[config.mk]
export PLATFORM = sky130hd
export DESIGN_NAME = keyboard_rollover_report_table_flat
export DESIGN_NICKNAME = d
export VERILOG_FILES = /design/src/rtl/krrt_pkg.sv /design/src/rtl/krrt_if.sv /design/src/rtl/krrt_cell.sv /design/src/rtl/keyboard_rollover_report_table.sv /design/src/flat_wrapper.sv
export SDC_FILE = /design/constraint.sdc
export NUM_CORES = 1
export LEC_CHECK = 0
export ABC_AREA = 1
export BUFFER_PORTS_ARGS = -buffer_cell sky130_fd_sc_hd__clkbuf_2
export CAP_MARGIN = 20
export CORE_MARGIN = 2
export CORE_UTILIZATION = 30
export DETAILED_ROUTE_END_ITERATION = 12
export PLACE_DENSITY = 0.48
export SKIP_CTS_REPAIR_TIMING = 1
export SYNTH_ARGS = -nofsm -noshare
export SYNTH_HDL_FRONTEND = slang
export SYNTH_HIERARCHICAL = 1
export SYNTH_SLANG_ARGS = --single-unit
export TNS_END_PERCENT = 5
[constraint.sdc]
create_clock -name clock -period 5.9 [get_ports clock]
set_input_delay 1.18 -clock clock [delete_from_list [all_inputs] [get_ports clock]]
set_output_delay 1.18 -clock clock [all_outputs]
set_load 0.03 [all_outputs]
[src/rtl/krrt_pkg.sv]
package krrt_pkg;

   localparam int SLOT_COUNT = 6;

   typedef logic [7:0] key_type;

   typedef enum logic [2:0] {
      CMD_PRESS       = 3'd0,
      CMD_RELEASE     = 3'd1,
      CMD_SET_MOD     = 3'd2,
      CMD_CLEAR_MOD   = 3'd3,
      CMD_RELEASE_ALL = 3'd4,
      CMD_SYNC        = 3'd5,
      CMD_SEND        = 3'd6
   } cmd_type;

   typedef struct packed {
      logic    load_en;
      cmd_type cmd;
      key_type code;
      logic    hit_any;
   } cell_ctrl_type;

   typedef struct packed {
      logic match_seen;
      logic empty_seen;
      logic diff_seen;
   } chain_type;

endpackage

[src/rtl/krrt_if.sv]
interface krrt_req_if;
   logic              valid;
   logic              ready;
   krrt_pkg::cmd_type command;
   krrt_pkg::key_type key_code;

   modport source (output valid, output command, output key_code, input ready);
   modport sink   (input valid, input command, input key_code, output ready);
endinterface

interface krrt_rsp_if;
   logic              valid;
   logic              ready;
   logic              accepted;
   logic              send_due;
   krrt_pkg::key_type report_modifier;
   krrt_pkg::key_type report_key0;
   krrt_pkg::key_type report_key1;
   krrt_pkg::key_type report_key2;
   krrt_pkg::key_type report_key3;
   krrt_pkg::key_type report_key4;
   krrt_pkg::key_type report_key5;

   modport source (output valid, output accepted, output send_due,
                   output report_modifier, output report_key0, output report_key1,
                   output report_key2, output report_key3, output report_key4,
                   output report_key5, input ready);
   modport sink   (input valid, input accepted, input send_due,
                   input report_modifier, input report_key0, input report_key1,
                   input report_key2, input report_key3, input report_key4,
                   input report_key5, output ready);
endinterface

[src/rtl/krrt_cell.sv]
module krrt_cell (
   input  logic                    clock,
   input  logic                    reset,
   input  krrt_pkg::cell_ctrl_type ctrl,
   input  krrt_pkg::chain_type     chain_in,
   output krrt_pkg::chain_type     chain_out,
   output krrt_pkg::key_type       report_key
);
   import krrt_pkg::*;

   key_type pend_ff, pend_in;
   key_type rep_ff, rep_in;
   logic    match, empty, diff;

   assign match = (pend_ff == ctrl.code);
   assign empty = (pend_ff == 8'h00);
   assign diff  = (pend_ff != rep_ff);

   assign chain_out.match_seen = chain_in.match_seen | match;
   assign chain_out.empty_seen = chain_in.empty_seen | empty;
   assign chain_out.diff_seen  = chain_in.diff_seen | diff;

   assign report_key = rep_ff;

   always_comb begin
      pend_in = pend_ff;
      rep_in  = rep_ff;
      if (ctrl.load_en) begin
         unique case (ctrl.cmd)
            CMD_PRESS: begin
               if (!ctrl.hit_any && empty && !chain_in.empty_seen) begin
                  pend_in = ctrl.code;
               end
            end
            CMD_RELEASE: begin
               if (match && !chain_in.match_seen) begin
                  pend_in = 8'h00;
               end
            end
            CMD_RELEASE_ALL: begin
               pend_in = 8'h00;
            end
            CMD_SYNC: begin
               if (diff && !chain_in.diff_seen) begin
                  rep_in = pend_ff;
               end
            end
            default: begin
               pend_in = pend_ff;
            end
         endcase
      end
   end

   always_ff @(posedge clock) begin
      if (reset) begin
         pend_ff <= 8'h00;
         rep_ff  <= 8'h00;
      end else begin
         pend_ff <= pend_in;
         rep_ff  <= rep_in;
      end
   end

endmodule

[src/rtl/keyboard_rollover_report_table.sv]
// response: registered, valid in the cycle after the request transaction
// throughput: one transaction per cycle while the response side is ready
// each transaction resolves combinationally through the six-cell slot chain
// reset: synchronous, clears both tables, the modifier bytes and send-pending
module keyboard_rollover_report_table (
   input  logic clock,
   input  logic reset,
   krrt_req_if.sink   req_chan,
   krrt_rsp_if.source rsp_chan
);
   import krrt_pkg::*;

   logic          accept;
   cell_ctrl_type ctrl;
   chain_type     chain [SLOT_COUNT+1];
   key_type       rep_keys [SLOT_COUNT];

   key_type pend_mod_ff, pend_mod_in;
   key_type rep_mod_ff, rep_mod_in;
   logic    send_ff, send_in;
   logic    acc_ff, acc_in;
   logic    rsp_valid_ff, rsp_valid_in;
   logic    mod_diff;

   assign req_chan.ready = !rsp_valid_ff || rsp_chan.ready;
   assign accept         = req_chan.valid && req_chan.ready;
   assign mod_diff       = (pend_mod_ff != rep_mod_ff);

   assign chain[0].match_seen = 1'b0;
   assign chain[0].empty_seen = 1'b0;
   assign chain[0].diff_seen  = mod_diff;

   assign ctrl.load_en = accept;
   assign ctrl.cmd     = req_chan.command;
   assign ctrl.code    = req_chan.key_code;
   assign ctrl.hit_any = chain[SLOT_COUNT].match_seen;

   for (genvar i = 0; i < SLOT_COUNT; i++) begin : g_cell
      krrt_cell u_cell (
         .clock      (clock),
         .reset      (reset),
         .ctrl       (ctrl),
         .chain_in   (chain[i]),
         .chain_out  (chain[i+1]),
         .report_key (rep_keys[i])
      );
   end

   always_comb begin
      pend_mod_in = pend_mod_ff;
      rep_mod_in  = rep_mod_ff;
      send_in     = send_ff;
      acc_in      = acc_ff;
      if (accept) begin
         unique case (req_chan.command)
            CMD_PRESS: begin
               acc_in = chain[SLOT_COUNT].match_seen | chain[SLOT_COUNT].empty_seen;
            end
            CMD_RELEASE: begin
               acc_in = chain[SLOT_COUNT].match_seen;
            end
            CMD_SET_MOD: begin
               pend_mod_in = pend_mod_ff | req_chan.key_code;
               acc_in      = 1'b1;
            end
            CMD_CLEAR_MOD: begin
               pend_mod_in = pend_mod_ff & ~req_chan.key_code;
               acc_in      = 1'b1;
            end
            CMD_RELEASE_ALL: begin
               pend_mod_in = 8'h00;
               acc_in      = 1'b1;
            end
            CMD_SYNC: begin
               if (mod_diff) begin
                  rep_mod_in = pend_mod_ff;
               end
               if (chain[SLOT_COUNT].diff_seen) begin
                  send_in = 1'b1;
               end
               acc_in = chain[SLOT_COUNT].diff_seen;
            end
            CMD_SEND: begin
               acc_in  = send_ff;
               send_in = 1'b0;
            end
            default: begin
               acc_in = 1'b0;
            end
         endcase
      end
   end

   assign rsp_valid_in = accept || (rsp_valid_ff && !rsp_chan.ready);

   always_ff @(posedge clock) begin
      if (reset) begin
         pend_mod_ff  <= 8'h00;
         rep_mod_ff   <= 8'h00;
         send_ff      <= 1'b0;
         rsp_valid_ff <= 1'b0;
      end else begin
         pend_mod_ff  <= pend_mod_in;
         rep_mod_ff   <= rep_mod_in;
         send_ff      <= send_in;
         rsp_valid_ff <= rsp_valid_in;
      end
   end

   always_ff @(posedge clock) begin
      acc_ff <= acc_in;
   end

   assign rsp_chan.valid           = rsp_valid_ff;
   assign rsp_chan.accepted        = acc_ff;
   assign rsp_chan.send_due        = send_ff;
   assign rsp_chan.report_modifier = rep_mod_ff;
   assign rsp_chan.report_key0     = rep_keys[0];
   assign rsp_chan.report_key1     = rep_keys[1];
   assign rsp_chan.report_key2     = rep_keys[2];
   assign rsp_chan.report_key3     = rep_keys[3];
   assign rsp_chan.report_key4     = rep_keys[4];
   assign rsp_chan.report_key5     = rep_keys[5];

   a_sync_raises_send: assert property (@(posedge clock) disable iff (reset)
      accept && req_chan.command == CMD_SYNC && chain[SLOT_COUNT].diff_seen
      |=> send_ff && acc_ff)
      else $error("sync copy did not raise send-pending");

   a_send_clears: assert property (@(posedge clock) disable iff (reset)
      accept && req_chan.command == CMD_SEND |=> !send_ff && acc_ff == $past(send_ff))
      else $error("send did not clear send-pending");

   a_release_all: assert property (@(posedge clock) disable iff (reset)
      accept && req_chan.command == CMD_RELEASE_ALL |=> pend_mod_ff == 8'h00 && acc_ff)
      else $error("release all left modifiers set");

   a_mod_sync: assert property (@(posedge clock) disable iff (reset)
      accept && req_chan.command == CMD_SYNC |=> rep_mod_ff == $past(pend_mod_ff))
      else $error("sync left reported modifiers stale");

endmodule

[src/flat_wrapper.sv]
// flat-port wrapper written by rule: the top's interface ports become plain ports
module keyboard_rollover_report_table_flat import krrt_pkg::*;
  (clock, reset, req_chan_valid, req_chan_command, req_chan_key_code, req_chan_ready, rsp_chan_valid, rsp_chan_accepted, rsp_chan_send_due, rsp_chan_report_modifier, rsp_chan_report_key0, rsp_chan_report_key1, rsp_chan_report_key2, rsp_chan_report_key3, rsp_chan_report_key4, rsp_chan_report_key5, rsp_chan_ready);
  krrt_req_if req_chan_i ();
  krrt_rsp_if rsp_chan_i ();
  input  logic clock;
  input  logic reset;
  input wire logic [$bits(req_chan_i.valid)-1:0] req_chan_valid;
  input wire logic [$bits(req_chan_i.command)-1:0] req_chan_command;
  input wire logic [$bits(req_chan_i.key_code)-1:0] req_chan_key_code;
  output wire logic [$bits(req_chan_i.ready)-1:0] req_chan_ready;
  output wire logic [$bits(rsp_chan_i.valid)-1:0] rsp_chan_valid;
  output wire logic [$bits(rsp_chan_i.accepted)-1:0] rsp_chan_accepted;
  output wire logic [$bits(rsp_chan_i.send_due)-1:0] rsp_chan_send_due;
  output wire logic [$bits(rsp_chan_i.report_modifier)-1:0] rsp_chan_report_modifier;
  output wire logic [$bits(rsp_chan_i.report_key0)-1:0] rsp_chan_report_key0;
  output wire logic [$bits(rsp_chan_i.report_key1)-1:0] rsp_chan_report_key1;
  output wire logic [$bits(rsp_chan_i.report_key2)-1:0] rsp_chan_report_key2;
  output wire logic [$bits(rsp_chan_i.report_key3)-1:0] rsp_chan_report_key3;
  output wire logic [$bits(rsp_chan_i.report_key4)-1:0] rsp_chan_report_key4;
  output wire logic [$bits(rsp_chan_i.report_key5)-1:0] rsp_chan_report_key5;
  input wire logic [$bits(rsp_chan_i.ready)-1:0] rsp_chan_ready;
  assign req_chan_i.valid = req_chan_valid;
  assign req_chan_i.command = req_chan_command;
  assign req_chan_i.key_code = req_chan_key_code;
  assign req_chan_ready = req_chan_i.ready;
  assign rsp_chan_valid = rsp_chan_i.valid;
  assign rsp_chan_accepted = rsp_chan_i.accepted;
  assign rsp_chan_send_due = rsp_chan_i.send_due;
  assign rsp_chan_report_modifier = rsp_chan_i.report_modifier;
  assign rsp_chan_report_key0 = rsp_chan_i.report_key0;
  assign rsp_chan_report_key1 = rsp_chan_i.report_key1;
  assign rsp_chan_report_key2 = rsp_chan_i.report_key2;
  assign rsp_chan_report_key3 = rsp_chan_i.report_key3;
  assign rsp_chan_report_key4 = rsp_chan_i.report_key4;
  assign rsp_chan_report_key5 = rsp_chan_i.report_key5;
  assign rsp_chan_i.ready = rsp_chan_ready;
  keyboard_rollover_report_table u_core (.clock(clock), .reset(reset), .req_chan(req_chan_i), .rsp_chan(rsp_chan_i));
endmodule
# --- After elaboration in Yosys (flattened, before gate mapping) ---
# Index checks and enable logic that the tools add are counted.
# Widths: inputs -> output; s select.
word_totals:
  n_memories: 0
  input_bits: 15
  elab_cells: 162
  rom_bits: 0
  ramBits: 0
  latch_bits: 0
  regBits: 115
  out_inout_bits: 60
classes:
  addsub: 0
  mux: 22
  n_eq_ne: 32
  n_lt_le_gt_ge: 0
  reduce_logical: 71
  shift: 0
  div_mod_pow: 0
  n_mul: 0
  bitwise: 20
op_table:
  columns: ["operator", "n"]
  rows:
  - ["$pmux 8 s3", 7]
  - ["$mux 8", 12]
  - ["$ne 8x8->1", 7]
  - ["$eq 8x8->1", 6]
  - ["$logic_not 8->1", 6]
  - ["$logic_and 1x1->1", 24]
  - ["$ne 2x2->1 const B", 12]
  - ["$reduce_and 3->1", 8]
  - ["$reduce_and 4->1", 6]
  - ["$logic_not 1->1", 19]
  - ["$or 1x1->1", 17]
  - ["$eq 3x3->1 const B", 3]
  - ["$and 8x8->8", 1]
  - ["$not 8->8", 1]
  - ["$or 8x8->8", 1]
  - ["$eq 3x2->1 const B", 2]
  - ["$reduce_bool 3->1", 2]
  - ["$pmux 1 s5", 1]
  - ["$eq 3x1->1 const B", 1]
  - ["$logic_not 3->1", 1]
  - ["$reduce_or 3->1", 1]
  - ["$logic_or 1x1->1", 2]
  - ["$ne 2x1->1 const B", 1]
  - ["$pmux 1 s2", 1]
  - ["3 further kinds", 3]

# --- Logic depth before layout (Yosys ltp) ---
# Gate-level depths: netlist of run 1.
depth:
  ltp_word: 11
  mapped_depth: 19
  depth_no_buf: 19

# --- Modules after synthesis ---
# Netlist of run 1, hierarchy kept.
by_module_without_submodules:
  columns: ["module", "cells_each", "area_each_um2", "instances", "seq_area_each_um2"]
  rows:
  - ["krrt_cell (u_core.g_cell[1].u_cell ...)", 159, 1008.5, 5, 320.3]
  - ["keyboard_rollover_report_table", 155, 1077.3, 1, 390.4]
  - ["krrt_cell (u_core.g_cell[0].u_cell)", 155, 977.2, 1, 320.3]

# --- Worst setup path after synthesis of run 1 ---
# Ideal clock, no wire load.
synth_path:
  kind: "register -> register"
  start: "reg u_core.rep_mod_ff[0] (netlist: u_core/rsp_chan.report_modifier[0])"
  end: "reg u_core.acc_ff (netlist: u_core/rsp_chan.accepted) (data pin)"
  t_arrival_ps: 3200
  required_ps: 5641
  path_stages_with_launch: 15
  setup_ps: 259
  synth_period_minus_slack_ps: 3458
  slack_ps: 2442
  n_path_buf: 1
  path_cell_list: "dfxtp_1 xnor2_1 nand2_1 nor2_1 nand2_2 buf_6 or2_2 or2_2 or2_2 or2_2 or2_2 or2_2 inv_1 nor2_1 a211o_1"
synth_lines:
  columns: ["item", "line_no", "source"]
  rows:
  - ["from (decl)", "keyboard_rollover_report_table.sv:19", "key_type rep_mod_ff, rep_mod_in;"]
  - ["from (signal assigned)", "keyboard_rollover_report_table.sv:104", "rep_mod_ff <= rep_mod_in;"]
  - ["to (signal assigned)", "keyboard_rollover_report_table.sv:111", "acc_ff <= acc_in;"]
  - ["to (decl)", "keyboard_rollover_report_table.sv:21", "logic acc_ff, acc_in;"]

==> results_dict.tcl, run 1 <==
set metrics [dict create \
    antenna_found_initial 0 \
    fin_crit_ns 3.77 \
    boundaryPins 75 \
    grt_overflow 0 \
    grt_max_degree 28 \
    drt_pass1_iterations 5 \
    fin_crit_sh_pct 63.8 \
    ant_nets 0 \
    drc 0 \
    drt-initial-drc-count 386 \
    fmax_mhz 266 \
    netlist-cell-type-count 34 \
    p_per_area_nw_per_um2 274 \
    vias 6696 \
    net-switching-power_mw 0.648 \
    crit_start "u_core/pend_mod_ff[5]$_SDFFE_PP0P_" \
    maxCapViolCount 0 \
    ys_seq_area_share_pct 32.6 \
    cp_max_fo 18 \
    root_buffer "clkbuf_16" \
    rsz0062_at_grt "false" \
    switching_share_pct 28.5 \
    cp.required_ns 6.25 \
    fin_setup_tns_ns 0 \
    cts_buffers 17 \
    place.gp.congestion 0.804 \
    hp-start "u_core/g_cell[2].u_cell/report_key[6]$_SDFFE_PP0P_" \
    status "finished, final reports clean" \
    yosysWarnings 6 \
    endpoint_kind "flip-flop" \
    path_clk_slew_ns 0.05 \
    vdd_drop_max_mv 0.172 \
    grt_pass1_wl_um 32300 \
    max_slew_margin_pct 59.5 \
    die_h_um 158 \
    io_buffers 74 \
    fin_skew_ns 0.00591 \
    num_antenna_cells 0 \
    final_nets 1195 \
    htree_levels 4 \
    critPathKind "reg2reg" \
    hold_path_class "reg2reg" \
    numPlacedInstances 1480 \
    clkPwrFrac_pct 47.5 \
    p_seq_share_pct 37.0 \
    setup_viol 0 \
    cts_sinks 115 \
    finalWirelength_um 20000 \
    final_area_um2 8310 \
    cp-start-kind "flip-flop" \
    whs_ns 0.515 \
    maxSlewViolCount 0 \
    ys_ff_latch 115 \
    vias_per_cell 4.43 \
    dp_hpwl_um 14000 \
    drive_above_1_share_pct 15.0 \
    reg2reg_from "u_core/pend_mod_ff[5]$_SDFFE_PP0P_" \
    clock_latency_ns 0.42 \
    max-clock-path-buffers 2 \
    synth_area_um2 7100 \
    p_comb_share_pct 15.5 \
    synth_area_per_cell_um2 6.42 \
    tightest_slew_ns 0.608 \
    cts_tree "done" \
    grt_usage_pct 16.5 \
    area_delta_synth_final_pct 17.1 \
    arrival_ns 4.12 \
    netlist_instances 1105 \
    routedWlPerCell_um 13.2 \
    die_width_um 158 \
    start_util_pct 30.4 \
    fin_cells 1512 \
    die-area_um2 24900 \
    core_um2 23300 \
    p_int_mw 1.62 \
    fp-row-count 56 \
    placed_area_um2 7690 \
    power.total_mw 2.27 \
    p_leak_nw 3.98 \
    grt_pass1_vias 6221 \
    finalHoldViolCount 0 \
    n_fill_cell 2546 \
]
==> metrics by stage <==
stage                     worst slack [ns]  util (%)
after floorplan                       2.44         -
after global placement                1.96      33.0
after detailed placement              1.91      33.0
after CTS                             2.08      35.6
after global routing                  1.71      35.6
final                                 2.13      35.6
==> final timing paths <==
kind,end,slack [ns],cells after the start
max,u_core/g_cell[5].u_cell/report_key[7]$_SDFFE_PP0P_,2.13,16
max reg2reg,u_core/g_cell[5].u_cell/report_key[7]$_SDFFE_PP0P_,2.13,16
min,u_core/g_cell[2].u_cell/report_key[6]$_SDFFE_PP0P_,0.51,2
min reg2reg,u_core/g_cell[2].u_cell/report_key[6]$_SDFFE_PP0P_,0.51,2
==> sequential cells by signal (all words and copies together) (netlist names) <==
signal,cells
u_core/g_cell.u_cell/pend_ff,48
u_core/g_cell.u_cell/report_key,48
u_core/pend_mod_ff,8
u_core/rsp_chan.report_modifier,8
u_core/rsp_chan.accepted,1
u_core/rsp_chan.send_due,1
u_core/rsp_chan.valid,1
==> per-layer routing <==
layer	up-vias	global-route usage, %	share of wire (%)
li1	3585	-	-
met1	3009	21.3	48
met5	-	0	0
met4	0	3.98	0.78
met2	91	28.1	47
met3	11	3.59	3.8
==> worst max-delay path, cell delays in order, from the launching register on <==
cell and delay [ns]:
dfxtp_1 0.31, inv_1 0.10, nand2_1 0.06, nand2_1 0.05, nand2_1 0.04, nor2_1 0.14
nand2_2 0.27, or2_2 0.39, or2_2 0.32, or2_2 0.32, or2_2 0.32, or2_2 0.32
nor4_1 0.41, nand2_1 0.27, inv_2 0.19, nor2_1 0.05, nor2_1 0.11
==> power groups by stage <==
stage          Combinational, mW  Sequential [mW]  Clock [mW]
6_report                   0.353            0.841        1.08
5_1_grt                    0.401            0.845        1.15
4_1_cts                    0.355            0.841        1.11
3_5_place_dp               0.354            0.858           0
3_3_place_gp               0.353            0.858           0
2_1_floorplan              0.263            0.857           0
==> Yosys cell counts, drive strengths merged <==
master	count	share of area (%)
clkbuf	7	0.51
inv	112	5.9
a211o	1	0.12
o21a	8	0.85
edfxtp	1	0.42
o21ai	51	3.6
conb	1	0.053
nor2	241	14
a21o	5	0.53
a21oi	58	4.4
or2	12	1.1
a211oi	1	0.11
dfxtp	114	32
nor3	15	1.1
nor4	5	0.44
nand2	314	17
nand3	60	4.6
xor2	24	3.0
xnor2	53	6.5
a21boi	6	1.5
and2	1	0.088
buf	15	2.3
==> layout by cell type (no fill, tap or decap), types with 3 or more instances in the layout <==
cell       count
inv_2          7
nand3_2        5
nand3_1       55
a21oi_1       55
dfxtp_1      114
inv_1        105
xnor2_1       53
o21a_1         8
nor3_1        15
clkbuf_16     18
clkbuf_8       5
xor2_1        24
conb_1         3
nand2_2       20
or2_2         12
nand2_1      294
nor2_2        16
clkbuf_2      74
a21o_1         5
a21boi_4       5
o21ai_0       49
nor4_1         5
nor2_1       223
clkinv_2       4
==> kinds of logic after synthesis <==
group,share of synthesized area (%)
buffers and inverters,8.71
DFF,32.6
other,0.0528
AOI/OAI and AO/OA,11.1
and+or+nand+nor,38.1
xor gates and xnor gates,9.50
==> final cells by class <==
type                    instances  area [um^2]  area share (%)
clock inverters                 8         95.1            1.14
well taps                     319          399            4.80
multi-input cells             858         4170            50.2
inverters                     112          420            5.06
flip-flops and latches        115         2310            27.8
clock buffers                  24          523            6.29
repair buffers                 76          385            4.64
No activity file was read; power rests on OpenSTA's default activity.
==> inputs of run 2 (changes only) <==
Clock period 5.9 ns to 3.6 ns, I/O delays scaled along.
==> run 2 against run 1 <==
Sequential power increased by 63%. Critical path depth decreased by 2. Non-clock buffer count increased by 28. Die area unchanged.
==> results_dict.tcl, run 2 (synthesized netlist as in run 1, its figures left out) <==
set metrics [dict create \
    cts_sinks 115 \
    grt_pass1_wl_um 33300 \
    die_width_um 158 \
    final_area_um2 8520 \
    status "finished, final reports clean" \
    root_buffer "clkbuf_16" \
    area_delta_synth_final_pct 20.1 \
    cp_max_fo 9 \
    final_nets 1223 \
    grt_pass1_vias 6323 \
    rsz0062_at_grt "false" \
    grt_max_degree 28 \
    power.total_mw 3.72 \
    ant_nets 0 \
    final_util_pct 36.5 \
    grt_usage_pct 17.3 \
    multi_input_area_um2 4180 \
    start_util_pct 30.4 \
    critPathKind "reg2reg" \
    drt_pass1_iterations 5 \
    final_cell_mix "293 x nand2_1, 223 x nor2_1, 114 x dfxtp_1" \
    finalWirelength_um 20800 \
    vias_per_cell 4.41 \
    endpoint_kind "flip-flop" \
    vias 6795 \
    arrival_ns 3.79 \
    die-area_um2 24900 \
    cp.required_ns 3.96 \
    final_common_cell "nand2_1" \
    vdd_drop_max_mv 0.251 \
    max-clock-path-buffers 2 \
    grt_overflow 0 \
    fin_skew_ns 0.00645 \
    drive_above_1_share_pct 17.0 \
    maxSlewViolCount 0 \
    setup_viol 0 \
    max_slew_margin_pct 62.0 \
    fin_crit_sh_pct 95.3 \
    path_clk_slew_ns 0.05 \
    whs_ns 0.512 \
    clock_latency_ns 0.43 \
    p_per_area_nw_per_um2 437 \
    die_h_um 158 \
    boundaryPins 75 \
    drc 0 \
    regArea_um2 2310 \
    reg2reg_from "u_core/g_cell[0].u_cell/report_key[4]$_SDFFE_PP0P_" \
    hp-start "u_core/g_cell[0].u_cell/report_key[7]$_SDFFE_PP0P_" \
    fin_crit_ns 3.43 \
    antenna_found_initial 2 \
    place.gp.congestion 0.826 \
    n_fill_cell 2575 \
    routedWlPerCell_um 13.5 \
    placed_area_um2 7910 \
    fp-row-count 56 \
    p_leak_nw 4.12 \
    fin_setup_tns_ns 0 \
    drt-initial-drc-count 317 \
    cp-start-kind "flip-flop" \
    io_buffers 74 \
    core_um2 23300 \
    dp_hpwl_um 15100 \
    htree_levels 4 \
    cts_buffers 17 \
    fmax_mhz 292 \
    finalHoldViolCount 0 \
    hold_path_class "reg2reg" \
    tightest_slew_ns 0.571 \
    cts_tree "done" \
    crit_start "u_core/g_cell[0].u_cell/report_key[4]$_SDFFE_PP0P_" \
    maxCapViolCount 0 \
]
run 2: changes by cell type in the layout (fill, tap and decap cells not counted):
cell / before / now
clkbuf_1: 1 / 2
nor4_2: 0 / 1
diode_2: 0 / 1
buf_4: 2 / 29
clkinv_2: 4 / 5
buf_12: 0 / 1
clkbuf_8: 5 / 3
nand2_1: 294 / 293
nand2_2: 20 / 21
nor4_1: 5 / 4
run 2: critical path: stages, from the launching register on:
cell and delay (ns):
dfxtp_1 0.36, xnor2_1 0.13, nand2_1 0.07, nor3_1 0.20
nand2_1 0.14, or2_2 0.30, or2_2 0.30, or2_2 0.31
or2_2 0.32, or2_2 0.32, nor4_2 0.38, nand2_2 0.19
inv_2 0.17, nor2_1 0.06, nor2_1 0.10
run 2: cell type report:
| type | count | area share [%] |
|---|---|---|
| multi-input combinational | 858 | 49.1 |
| sequential | 115 | 27.1 |
| timing repair buffer | 104 | 7.13 |
| clock buffer | 23 | 5.86 |
| inverter | 112 | 4.93 |
| tap | 319 | 4.68 |
| clock inverter | 9 | 1.17 |
| antenna | 1 | 0.0294 |
run 2: metrics by stage:
step / instances / worst slack, ns
2_1_floorplan: 1107 / 0.142
3_3_place_gp: 1508 / 0.108
3_5_place_dp: 1508 / 0.0718
4_1_cts: 1540 / 0.0557
5_1_grt: 1541 / 0.0122
6_report: 1541 / 0.170
run 2: worst paths after layout:
kind	to	slack, ns	depth (start not counted)
worst max-delay path	u_core/g_cell[5].u_cell/report_key[2]$_SDFFE_PP0P_	0.17	14
worst max register to register	u_core/g_cell[5].u_cell/report_key[2]$_SDFFE_PP0P_	0.17	14
worst min register to register	u_core/g_cell[0].u_cell/report_key[7]$_SDFFE_PP0P_	0.51	2
worst min-delay path	u_core/g_cell[0].u_cell/report_key[7]$_SDFFE_PP0P_	0.51	2
run 2: power breakdown:
part	total, mW	leakage (nW)	internal (mW)	switching [mW]
Combinational	0.627	2.89	0.223	0.404
Clock	1.73	0.294	1.11	0.622
Sequential	1.37	0.934	1.32	0.0496
Total	3.72	4.12	2.65	1.08
run 2: per-layer routing:
layer / vias up / share of wire, % / global-route usage, %
met3: 17 / 3.4 / 3.48
li1: 3641 / - / -
met1: 3034 / 49 / 23.0
met2: 103 / 47 / 28.2
met4: 0 / 1.3 / 5.28
met5: - / 0 / 0
